File: config.mk
export PLATFORM = sky130hd
export DESIGN_NAME = wsalu_ctrl
export DESIGN_NICKNAME = d
export VERILOG_FILES = /design/src/rtl/wsalu_pkg.sv /design/src/rtl/wsalu_ctrl.sv
export VERILOG_INCLUDE_DIRS = /design/src /design/src/rtl
export SDC_FILE = /design/constraint.sdc
export NUM_CORES = 1
export LEC_CHECK = 0
export BUFFER_PORTS_ARGS = -buffer_cell sky130_fd_sc_hd__buf_2
export CAP_MARGIN = 20
export CORE_MARGIN = 1
export CORE_UTILIZATION = 47
export CTS_BUF_LIST = sky130_fd_sc_hd__clkbuf_4 sky130_fd_sc_hd__clkbuf_8 sky130_fd_sc_hd__clkbuf_16
export DETAILED_ROUTE_END_ITERATION = 10
export PLACE_DENSITY_LB_ADDON = 0.08
export REMOVE_ABC_BUFFERS = 1
export SYNTH_ARGS = -nofsm -noshare
export SYNTH_HDL_FRONTEND = slang
export SYNTH_SLANG_ARGS = --single-unit
File: constraint.sdc
create_clock -name clk -period 1.6 [get_ports clk]
set_input_delay 0 -clock clk [delete_from_list [all_inputs] [get_ports clk]]
set_output_delay 0 -clock clk [all_outputs]
set_load 0.01 [all_outputs]
File: src/rtl/wide_signed_integer_alu_macros.svh
// Assertion macros for the wide signed integer ALU.
`ifndef WIDE_SIGNED_INTEGER_ALU_MACROS_SVH
`define WIDE_SIGNED_INTEGER_ALU_MACROS_SVH
`ifndef NO_ASSERTIONS
`define WSA_ASSERT(label, clk, rst_n, prop, msg) \
  label: assert property (@(posedge clk) disable iff (!rst_n) prop) else $error(msg);
`define WSA_ASSERT_NR(label, clk, prop, msg) \
  label: assert property (@(posedge clk) prop) else $error(msg);
`else
`define WSA_ASSERT(label, clk, rst_n, prop, msg)
`define WSA_ASSERT_NR(label, clk, prop, msg)
`endif
`endif

File: src/rtl/wsalu_pkg.sv
// ----------------------------------------------------------------------------
// wsalu_pkg
// Types and constants shared by the wide signed integer ALU modules.
// ----------------------------------------------------------------------------
`default_nettype none
package wsalu_pkg;
  localparam int WORD_BITS  = 512;
  localparam int LIMB_BITS  = 64;
  localparam int NLIMBS     = WORD_BITS / LIMB_BITS;
  localparam int LIDX_W     = $clog2(NLIMBS);
  localparam int BIT_IDX_W  = $clog2(WORD_BITS);

  typedef logic [2:0] op_t;
  localparam op_t OP_ADD = 3'd0;
  localparam op_t OP_SUB = 3'd1;
  localparam op_t OP_MUL = 3'd2;
  localparam op_t OP_DIV = 3'd3;
  localparam op_t OP_REM = 3'd4;
  localparam op_t OP_CMP = 3'd5;

  localparam logic [1:0] CMP_EQ = 2'd0;
  localparam logic [1:0] CMP_LT = 2'd1;
  localparam logic [1:0] CMP_GT = 2'd2;

  typedef enum logic [2:0] {
    ST_IDLE, ST_PREP, ST_MUL, ST_DIV, ST_FIX, ST_OUT
  } state_t;

  // Controller to datapath.
  typedef struct packed {
    logic load;      // write limb into operands
    logic simple;    // run add/sub/cmp into result
    logic prep;      // set up mul or div
    logic mul_step;
    logic div_step;
    logic fix;       // sign fix of quotient/remainder
    logic shift_out; // advance output limb
  } dp_cmd_t;

  typedef struct packed {
    logic dbz;
  } dp_stat_t;
endpackage
`default_nettype wire

File: src/rtl/wsalu_ctrl.sv
// ----------------------------------------------------------------------------
// wsalu_ctrl
// Sequencer: limb collection, iteration count and result streaming.
// ----------------------------------------------------------------------------
`default_nettype none
`include "wide_signed_integer_alu_macros.svh"
module wsalu_ctrl (
  input  wire logic                 clk,
  input  wire logic                 rst_n,
  input  wire logic                 start,
  input  wire logic                 last_limb,
  input  wire wsalu_pkg::op_t       req,
  input  wire wsalu_pkg::dp_stat_t  stat,
  output logic                      busy,
  output wsalu_pkg::op_t            op,
  output wsalu_pkg::dp_cmd_t        cmd,
  output logic                      out_valid,
  output logic                      out_last
);
  import wsalu_pkg::*;

  state_t state_r, state_nxt;
  logic [BIT_IDX_W-1:0] cnt_r, cnt_nxt;
  op_t op_r, op_nxt;
  logic accept;

  assign accept = start && !busy;

  always_comb begin
    state_nxt = state_r; cnt_nxt = cnt_r; op_nxt = op_r;
    case (state_r)
      ST_IDLE: if (accept && last_limb) begin
        op_nxt = req; cnt_nxt = '0;
        if (req == OP_MUL || req == OP_DIV || req == OP_REM) state_nxt = ST_PREP;
        else state_nxt = ST_OUT;
      end
      ST_PREP: begin
        cnt_nxt = '0;
        if (op_r == OP_MUL) state_nxt = ST_MUL;
        else if (stat.dbz) state_nxt = ST_FIX;
        else state_nxt = ST_DIV;
      end
      ST_MUL: begin
        cnt_nxt = cnt_r + 1'b1;
        if (cnt_r == BIT_IDX_W'(WORD_BITS-1)) begin
          state_nxt = ST_OUT; cnt_nxt = '0;
        end
      end
      ST_DIV: begin
        cnt_nxt = cnt_r + 1'b1;
        if (cnt_r == BIT_IDX_W'(WORD_BITS-1)) begin
          state_nxt = ST_FIX; cnt_nxt = '0;
        end
      end
      ST_FIX: begin
        state_nxt = ST_OUT; cnt_nxt = '0;
      end
      ST_OUT: begin
        cnt_nxt = cnt_r + 1'b1;
        if (cnt_r == BIT_IDX_W'(NLIMBS-1)) begin
          state_nxt = ST_IDLE; cnt_nxt = '0;
        end
      end
      default: state_nxt = ST_IDLE;
    endcase
  end

  always_comb begin
    cmd = '0; busy = 1'b1; out_valid = 1'b0; out_last = 1'b0;
    case (state_r)
      ST_IDLE: begin
        busy = 1'b0;
        cmd.load = accept;
      end
      ST_PREP: cmd.prep = 1'b1;
      ST_MUL:  cmd.mul_step = 1'b1;
      ST_DIV:  cmd.div_step = 1'b1;
      ST_FIX:  cmd.fix = 1'b1;
      ST_OUT: begin
        out_valid = 1'b1;
        out_last  = (cnt_r == BIT_IDX_W'(NLIMBS-1));
        cmd.shift_out = 1'b1;
      end
      default: busy = 1'b1;
    endcase
  end

  // The simple ops are evaluated in the cycle after the last limb lands.
  always_comb begin
    op = op_r;
  end

  always_ff @(posedge clk) begin
    if (!rst_n) begin
      state_r <= ST_IDLE; cnt_r <= '0; op_r <= OP_ADD;
    end else begin
      state_r <= state_nxt; cnt_r <= cnt_nxt; op_r <= op_nxt;
    end
  end

  `WSA_ASSERT(a_busy_out, clk, rst_n, out_valid |-> busy, "result strobe while idle")
  `WSA_ASSERT(a_last_once, clk, rst_n, out_last |=> !out_valid, "result after last limb")
  `WSA_ASSERT(a_no_accept, clk, rst_n, cmd.load |-> state_r == ST_IDLE, "load outside idle")
  `WSA_ASSERT(a_fix_out, clk, rst_n, cmd.fix |=> out_valid, "fix not followed by output")
endmodule
`default_nettype wire
==> impl_metrics.csv, run 1 <==
group,metric,value,unit
outcome,status,"finished clean",
synthesis,ys_dominant_reg_cell,"dfxtp_1",
floorplanning,die_h,46.1,um
grt,grt_pass1_wl,3450,um
worst_setup_path,crit_fanout,2,
final_layout,final_common_cell,"buf_2",
route,drt-total-wl,2190,um
synthesis,syn_area_per_cell,8.77,um^2
worst_setup_path,critPathLaunchType,"flip-flop",
synthesis,synthCells,104,
grt,track_usage,23.4,%
final_layout,layout_common_cells,"buf_2, buf_4, nor2_1, dfxtp_1",
final_layout,antennaDiodeCount,0,
cts,clk_pin_slew,0.09,ns
floorplanning,num_rows,15,
cts,cts_root_buf,"clkbuf_4",
run,drv_cap,0,
final_layout,fillers,170,
sta,finClkSkew,0.00264,ns
grt,antenna_found_initial,0,
sta,hold_viol,0,
grt,grt_max_degree,10,
grt,first_global_vias,764,
synthesis,yosys-top-cells-area,"dfxtp_1, nor2_1, xor2_1",
worst_setup_path,worstPathRequired,1.82,ns
worst_setup_path,crit_type,"reg2reg",
synthesis,synth_edf_count,0,
floorplanning,die_area,2120,um^2
cts,clockBufferDepth,2,
synthesis,synth-simple-area-share,33.6,%
cts,htreeDepth,1,
hold_path,worstHoldPathType,"in2reg",
route,drt_iter0_drc,14,
cts,clk_latency,0.27,ns
synthesis,synth_top_area_cell,"dfxtp_1",
sta,min_period,1.59,ns
synthesis,synthArstFlopShare,0,%
synthesis,synth_xor_area_share,5.76,%
route,drc,0,
worst_setup_path,end_kind,"flip-flop",
final_layout,area_growth,36.5,%
floorplanning,start_util,51.7,%
route,via_per_inst,5.16,
floorplanning,die_w,46.1,um
grt,grt.overflow.total,0,
final_layout,fin_util,70.6,%
synthesis,ys_ff_latch,15,
synthesis,synth.distinct_cells,41,
synthesis,synthMuxAreaShare,3.29,%
cts,cts_sinks,15,
synthesis,synthesis.area,912,um^2
synthesis,synth_top_family_by_area,"simple AND/OR/NAND/NOR gates",
sta,rsz0062_at_grt,"yes",
sta,whs,0.00725,ns
place,post-dp-hpwl,1650,um
route,num_vias,856,
sta,fmax,0.630,GHz
power,powerDensity,1290,nW/um^2
power,peakVddDrop,1000,uV
place,io_buffers,19,
route,first_pass_iters,4,
synthesis,synth_compound_area_share,16.6,%
synthesis,synthAdderAreaFrac,2.74,%
sta,slew_viol_final,0,
route,drtAntennaViolNets,0,
synthesis,yosysTopAreaCellShare,32.9,%
floorplanning,fp.coreArea,1760,um^2
route,routedWlPerCell,13.2,um
final_layout,nets,152,
cts,cts_tree,"built",
sta,timing.final.crit_share,99.3,%
cts,postCtsHoldBufs,0,
final_layout,drive_above_1_share,48.2,%
synthesis,yosysWarnings,0,
cts,cts_made_buffers,3,
floorplanning,io_pins,21,
sta,setup_tns,0,ns
synthesis,yosysSeqAreaShare,32.9,%
power,leakage,0.000557,uW
worst_setup_path,arrival,1.80,ns
sta,finalSetupViolCount,0,
place,gp_congestion,0.773,
==> cells in the mapped netlist (3+ instances only) <==
library cell and number:
mux2i_1 3, xor2_1 6, nor2b_1 5, buf_4 3, and2_1 3, dfxtp_1 15
nor2_1 14, nand2_1 7, inv_1 3, nand4_1 3
==> timing repair <==
action	in CTS	in global routing
pin swaps	4	6
gates resized for setup	7	12
endpoints found under the setup margin	11	11
hold endpoints to repair	0	0
setup buffers	3	2
==> sequential cells by signal, summed over array words and instances (netlist names) <==
| signal | count |
|---|---|
| cnt_r | 9 |
| op | 3 |
| state_r | 3 |
==> per-stage QoR <==
| step | area (um^2) | setup WS [ns] | total power [uW] | instances |
|---|---|---|---|---|
| floorplan | 881 | 0.0403 | 987 | 99 |
| global placement | 1110 | -0.0847 | 1250 | 157 |
| detailed placement | 1110 | -0.135 | 1260 | 157 |
| CTS | 1180 | 0.00834 | 1530 | 164 |
| global route | 1240 | -0.0331 | 1700 | 166 |
| finish | 1240 | 0.0116 | 1600 | 166 |
==> critical path, cell delays in order (launching register included) <==
cell,delay [ns]
dfxtp_2,0.35
and4_4,0.25
nand2_4,0.06
buf_4,0.14
buf_4,0.12
or4_4,0.50
a21oi_2,0.11
==> cells by family after synthesis <==
kind of cell	count (synthesis)
AO/OA/AOI/OAI	18
multiplexers	3
XOR/XNOR	6
adder cells (fa/ha/maj)	2
flip-flops	15
buffers and inverters	8
AND/OR/NAND/NOR	51
other	1
==> report_power, final <==
group,switching (uW),total [uW],internal (uW)
registers,73.5,506,433
logic,443,866,423
clock network,117,230,113
==> layout make-up <==
| class | instances | area [um^2] | area share, % |
|---|---|---|---|
| Clock buffer | 4 | 30.0 | 2.41 |
| Inverter | 3 | 11.3 | 0.905 |
| Multi-Input combinational cell | 81 | 626 | 50.3 |
| Sequential cell | 15 | 305 | 24.5 |
| Tap cell | 25 | 31.3 | 2.51 |
| Timing Repair Buffer | 38 | 241 | 19.4 |
==> worst paths after layout <==
kind | startpoint | end | slack, ns | cells past startpoint
min reg2reg | op[1] | op[1] | 0.54 | 2
max | cnt_r[4] | cnt_r[7] | 0.01 | 6
min | req[0] | op[0] | 0.007 | 3
max reg2reg | cnt_r[4] | cnt_r[7] | 0.01 | 6
==> routing by layer <==
layer,track usage [%],wire length [um],up-vias
met4,10.6,35,0
li1,-,-,443
met1,32.0,1080,394
met3,2.75,53,4
met2,36.6,1020,15
met5,0,0,-
Power figures use the tool's default switching activity.
==> run 2: changes to the inputs <==
--- a/config.mk
+++ b/config.mk
@@ -12,6 +12,7 @@
 export CORE_UTILIZATION = 47
 export CTS_BUF_LIST = sky130_fd_sc_hd__clkbuf_4 sky130_fd_sc_hd__clkbuf_8 sky130_fd_sc_hd__clkbuf_16
 export DETAILED_ROUTE_END_ITERATION = 10
+export HOLD_SLACK_MARGIN = 0.15
 export PLACE_DENSITY_LB_ADDON = 0.08
 export REMOVE_ABC_BUFFERS = 1
 export SYNTH_ARGS = -nofsm -noshare
==> run 2 against run 1 <==
Compared with the run above: critical path depth is the same; power is 1.8% higher; hold slack gained 0.26 ns; critical endpoint unchanged; largest power group unchanged; the run now ends with negative setup slack left.
==> impl_metrics.csv, run 2 (same netlist as run 1, synthesis figures left out) <==
group,metric,value,unit
route,num_vias,882,
place,post-dp-hpwl,1650,um
worst_setup_path,crit_type,"reg2reg",
sta,timing.final.ws_setup,-0.00114,ns
final_layout,final_area,1290,um^2
final_layout,nets,157,
cts,cts_root_buf,"clkbuf_4",
cts,clk_latency,0.29,ns
floorplanning,fp.coreArea,1760,um^2
route,highest_layer,"met4",
route,routedWlPerCell,13.5,um
final_layout,drive_above_1_share,46.6,%
grt,grt_max_degree,10,
sta,rsz0062_at_grt,"yes",
power,powerDensity,1260,nW/um^2
final_layout,regMostFlops,"cnt_r",
final_layout,fillers,160,
worst_setup_path,end_kind,"flip-flop",
sta,finalSetupViolCount,1,
route,m1WireLength,1100,um
route,drt-total-wl,2310,um
floorplanning,die_h,46.1,um
floorplanning,die_area,2120,um^2
worst_setup_path,critPathLaunchType,"flip-flop",
final_layout,largest_reg_flops,9,
route,drt_iter0_drc,17,
power,leakage,0.000578,uW
grt,track_usage,23.9,%
final_layout,antennaDiodeCount,0,
worst_setup_path,worstPathRequired,1.83,ns
cts,clockBufferDepth,2,
place,dpl-instance-area,1110,um^2
floorplanning,die_w,46.1,um
sta,finClkSkew,0.00772,ns
route,via_per_inst,5.16,
final_layout,layout_common_cells,"buf_2, buf_4, nor2_1, dfxtp_1",
grt,grt_pass1_wl,3540,um
grt,first_global_vias,794,
route,dr_wl_met2,1100,um
place,gp_congestion,0.773,
sta,setup_tns,-0.00114,ns
sta,hold_viol,0,
hold_path,worstHoldPathType,"in2reg",
route,first_pass_iters,4,
place,io_buffers,19,
sta,fmax,0.625,GHz
sta,slew_viol_final,0,
outcome,status,"finished, violations left",
floorplanning,num_rows,15,
run,drv_cap,0,
cts,cts_made_buffers,3,
route,drtAntennaViolNets,0,
worst_setup_path,arrival,1.83,ns
final_layout,final_common_cell,"buf_2",
final_layout,area_growth,42.0,%
route,wl_met3,69,um
cts,cts_sinks,15,
worst_setup_path,crit_fanout,2,
floorplanning,start_util,51.7,%
cts,htreeDepth,1,
sta,timing.final.crit_share,100,%
floorplanning,io_pins,21,
route,drc,0,
power,peakVddDrop,1040,uV
outcome,violations,"negative setup slack",
sta,min_period,1.60,ns
cts,cts_tree,"built",
cts,clk_pin_slew,0.10,ns
grt,antenna_found_initial,0,
grt,grt.overflow.total,0,
## run 2: what timing repair did
item	4_1_cts	5_1_grt
endpoints found under the setup margin	11	11
hold endpoints to repair	8	0
resized for setup	7	12
hold buffers	5	0
pin swaps	4	6
setup buffers	3	2
## run 2: layout make-up
type / count / area (um^2) / share of cell area (%)
tap: 25 / 31.3 / 2.42
sequential: 15 / 305 / 23.6
multi-input combinational: 81 / 626 / 48.3
timing repair buffer: 43 / 292 / 22.5
clock buffer: 4 / 30.0 / 2.32
inverter: 3 / 11.3 / 0.870
## run 2: worst paths after layout
check / start / endpoint / slack (ns) / cells past startpoint
min: last_limb / op[0] / 0.27 / 5
max reg2reg: cnt_r[4] / cnt_r[7] / -0.001 / 6
max: cnt_r[4] / cnt_r[7] / -0.001 / 6
min reg2reg: op[1] / op[1] / 0.54 / 2
## run 2: metrics by stage
step	util [%]	worst slack, ns	hold WS (ns)	power, uW	cells
after floorplan	-	0.0403	0.0871	987	99
after global placement	63.0	-0.0847	0.270	1250	157
after detailed placement	63.0	-0.135	0.293	1260	157
after CTS	69.8	0.00834	0.266	1540	169
after global routing	73.4	-0.0578	0.293	1730	171
final	73.4	-0.00114	0.270	1630	171
## run 2: power breakdown
group	internal (uW)	switching, uW	total (uW)
combinational	431	448	879
sequential	433	74.1	507
clock	114	131	245
total	977	654	1630
## run 2: routing by layer
layer | GRT usage (%) | vias up
met5 | 0 | -
met4 | 10.6 | 0
met3 | 2.75 | 4
met2 | 37.7 | 19
met1 | 32.7 | 406
li1 | - | 453
## run 2: worst max-delay path, cell delays in order (launching register included)
cell     delay, ns
dfxtp_2       0.35
and4_4        0.25
nand2_4       0.06
buf_4         0.14
buf_4         0.12
or4_4         0.50
a21oi_2       0.11
==> run 3: changes to the inputs <==
--- a/config.mk
+++ b/config.mk
@@ -14,7 +14,9 @@
 export DETAILED_ROUTE_END_ITERATION = 10
 export HOLD_SLACK_MARGIN = 0.15
 export PLACE_DENSITY_LB_ADDON = 0.08
+export RECOVER_POWER = 25
 export REMOVE_ABC_BUFFERS = 1
 export SYNTH_ARGS = -nofsm -noshare
 export SYNTH_HDL_FRONTEND = slang
 export SYNTH_SLANG_ARGS = --single-unit
+export TNS_END_PERCENT = 10
==> run 3 against run 2 <==
Compared with the run above: the run now ends clean; power down 1.3%; register-to-register slack better by 0.02 ns; global-route usage is the same; core utilization is 0.28 points lower; largest power group unchanged; highest routed layer unchanged.
==> impl_metrics.csv, run 3 (same netlist as run 1, synthesis figures left out) <==
group,metric,value,unit
worst_setup_path,crit_chain,"and4_4 -> nand2_4 -> buf_4 -> buf_4 -> or4_4 -> a21oi_2",
grt,grt_max_degree,10,
worst_setup_path,ff2ff_setup_slack,0.02,ns
final_layout,final_common_cell,"buf_4",
floorplanning,fp.coreArea,1760,um^2
cts,cts_sinks,15,
grt,grt_pass1_wl,3540,um
sta,finalSetupViolCount,0,
power,power,1610,uW
route,drtAntennaViolNets,0,
floorplanning,start_util,51.7,%
grt,grt.overflow.total,0,
grt,antenna_found_initial,0,
grt,first_global_vias,794,
hold_path,min_from,"last_limb",
sta,min_period,1.58,ns
route,via_per_inst,5.16,
final_layout,nets,157,
cts,clk_pin_slew,0.09,ns
worst_setup_path,crit_fanout,2,
outcome,status,"finished clean",
final_layout,fin_util,73.1,%
sta,hold_viol,0,
floorplanning,die_w,46.1,um
power,leakage,0.000557,uW
floorplanning,num_rows,15,
worst_setup_path,crit_start,"cnt_r[4]",
final_layout,largest_reg_flops,9,
worst_setup_path,worstPathRequired,1.82,ns
hold_path,worstHoldPathType,"in2reg",
power,powerDensity,1250,nW/um^2
cts,cts_made_buffers,3,
route,num_vias,882,
grt,track_usage,23.9,%
sta,finClkSkew,0.00242,ns
cts,cts_root_buf,"clkbuf_4",
worst_setup_path,arrival,1.80,ns
worst_setup_path,critPathLaunchType,"flip-flop",
route,routedWlPerCell,13.2,um
worst_setup_path,slowest_stage,"or4_4",
final_layout,area_growth,41.4,%
floorplanning,die_h,46.1,um
place,post-dp-hpwl,1650,um
cts,clockBufferDepth,2,
worst_setup_path,ff2ff_path_depth,6,
sta,whs,0.291,ns
cts,cts_tree,"built",
power,peakVddDrop,1030,uV
place,io_buffers,19,
final_layout,instances_no_fill,171,
final_layout,antennaDiodeCount,0,
sta,setup_tns,0,ns
worst_setup_path,r2r_start,"cnt_r[4]",
worst_setup_path,end_kind,"flip-flop",
worst_setup_path,rr_endpoint,"cnt_r[7]",
floorplanning,die_area,2120,um^2
worst_setup_path,crit_top_cell,"buf_4",
floorplanning,io_pins,21,
worst_setup_path,cp_slowest_stage_delay,0.50,ns
final_layout,regMostFlops,"cnt_r",
route,first_pass_iters,4,
route,drc,0,
route,drt-total-wl,2250,um
place,dpl.cell_count,157,
sta,fmax,0.632,GHz
cts,clk_latency,0.27,ns
cts,htreeDepth,1,
sta,timing.final.crit_share,98.9,%
place,gp_congestion,0.773,
worst_setup_path,crit_type,"reg2reg",
route,drt_iter0_drc,15,
run,drv_cap,0,
final_layout,drive_above_1_share,43.8,%
sta,slew_viol_final,0,
final_layout,layout_common_cells,"buf_4, buf_2, nor2_1, dfxtp_1",
worst_setup_path,crit_path_end,"cnt_r[7]",
sta,rsz0062_at_grt,"yes",
run 3: cell types whose count changed in the layout (fill, tap and decap cells not counted):
cell | before | now
buf_2 | 19 | 14
dfxtp_2 | 4 | 5
clkbuf_1 | 0 | 5
dfxtp_1 | 11 | 10
run 3: area by class of cell:
type	count	area (um^2)
clock buffer	4	30.0
fill	161	474
inverter	3	11.3
multi-input combinational	81	626
sequential	15	307
tap	25	31.3
timing repair buffer	43	285
run 3: power by group:
part / internal (uW) / total, uW / switching [uW]
Combinational: 425 / 870 / 445
Sequential: 436 / 510 / 74.3
Clock: 113 / 229 / 116
Total: 974 / 1610 / 635
run 3: what timing repair did:
item / in CTS / in global routing
pin swaps: 4 / 6
hold buffers: 5 / 0
resized for setup: 7 / 13
buffers inserted: 3 / 2
hold endpoints to repair: 8 / 0
cloned: 0 / 0
setup endpoints to repair: 11 / 11
run 3: layer usage:
layer / up-vias / share of wire, % / GRT usage [%]
met4: 0 / 1.6 / 10.6
li1: 451 / - / -
met1: 408 / 49 / 32.7
met5: - / 0 / 0
met2: 19 / 47 / 37.7
met3: 4 / 2.4 / 2.75
run 3: worst min-delay path by stage:
stage	end	cells past startpoint	slack, ns
floorplan	cmd[6]	2	0.09
global placement	op[0]	3	0.27
detailed placement	op[0]	3	0.29
CTS	op[0]	5	0.27
global route	op[0]	5	0.31
finish	op[0]	5	0.29
run 3: worst max-delay path, delay by kind of cell, from the launching register on:
family          cells  cell delay [ns]
compound gates      1             0.11
buf+inv             2             0.26
flops               1             0.34
simple gates        3             0.81
run 3: metrics by stage:
stage	setup WS, ns	area (um^2)
3_5_place_dp	-0.135	1110
6_report	0.0182	1290
4_1_cts	0.00834	1230
2_1_floorplan	0.0403	881
5_1_grt	-0.0538	1290
3_3_place_gp	-0.0847	1110
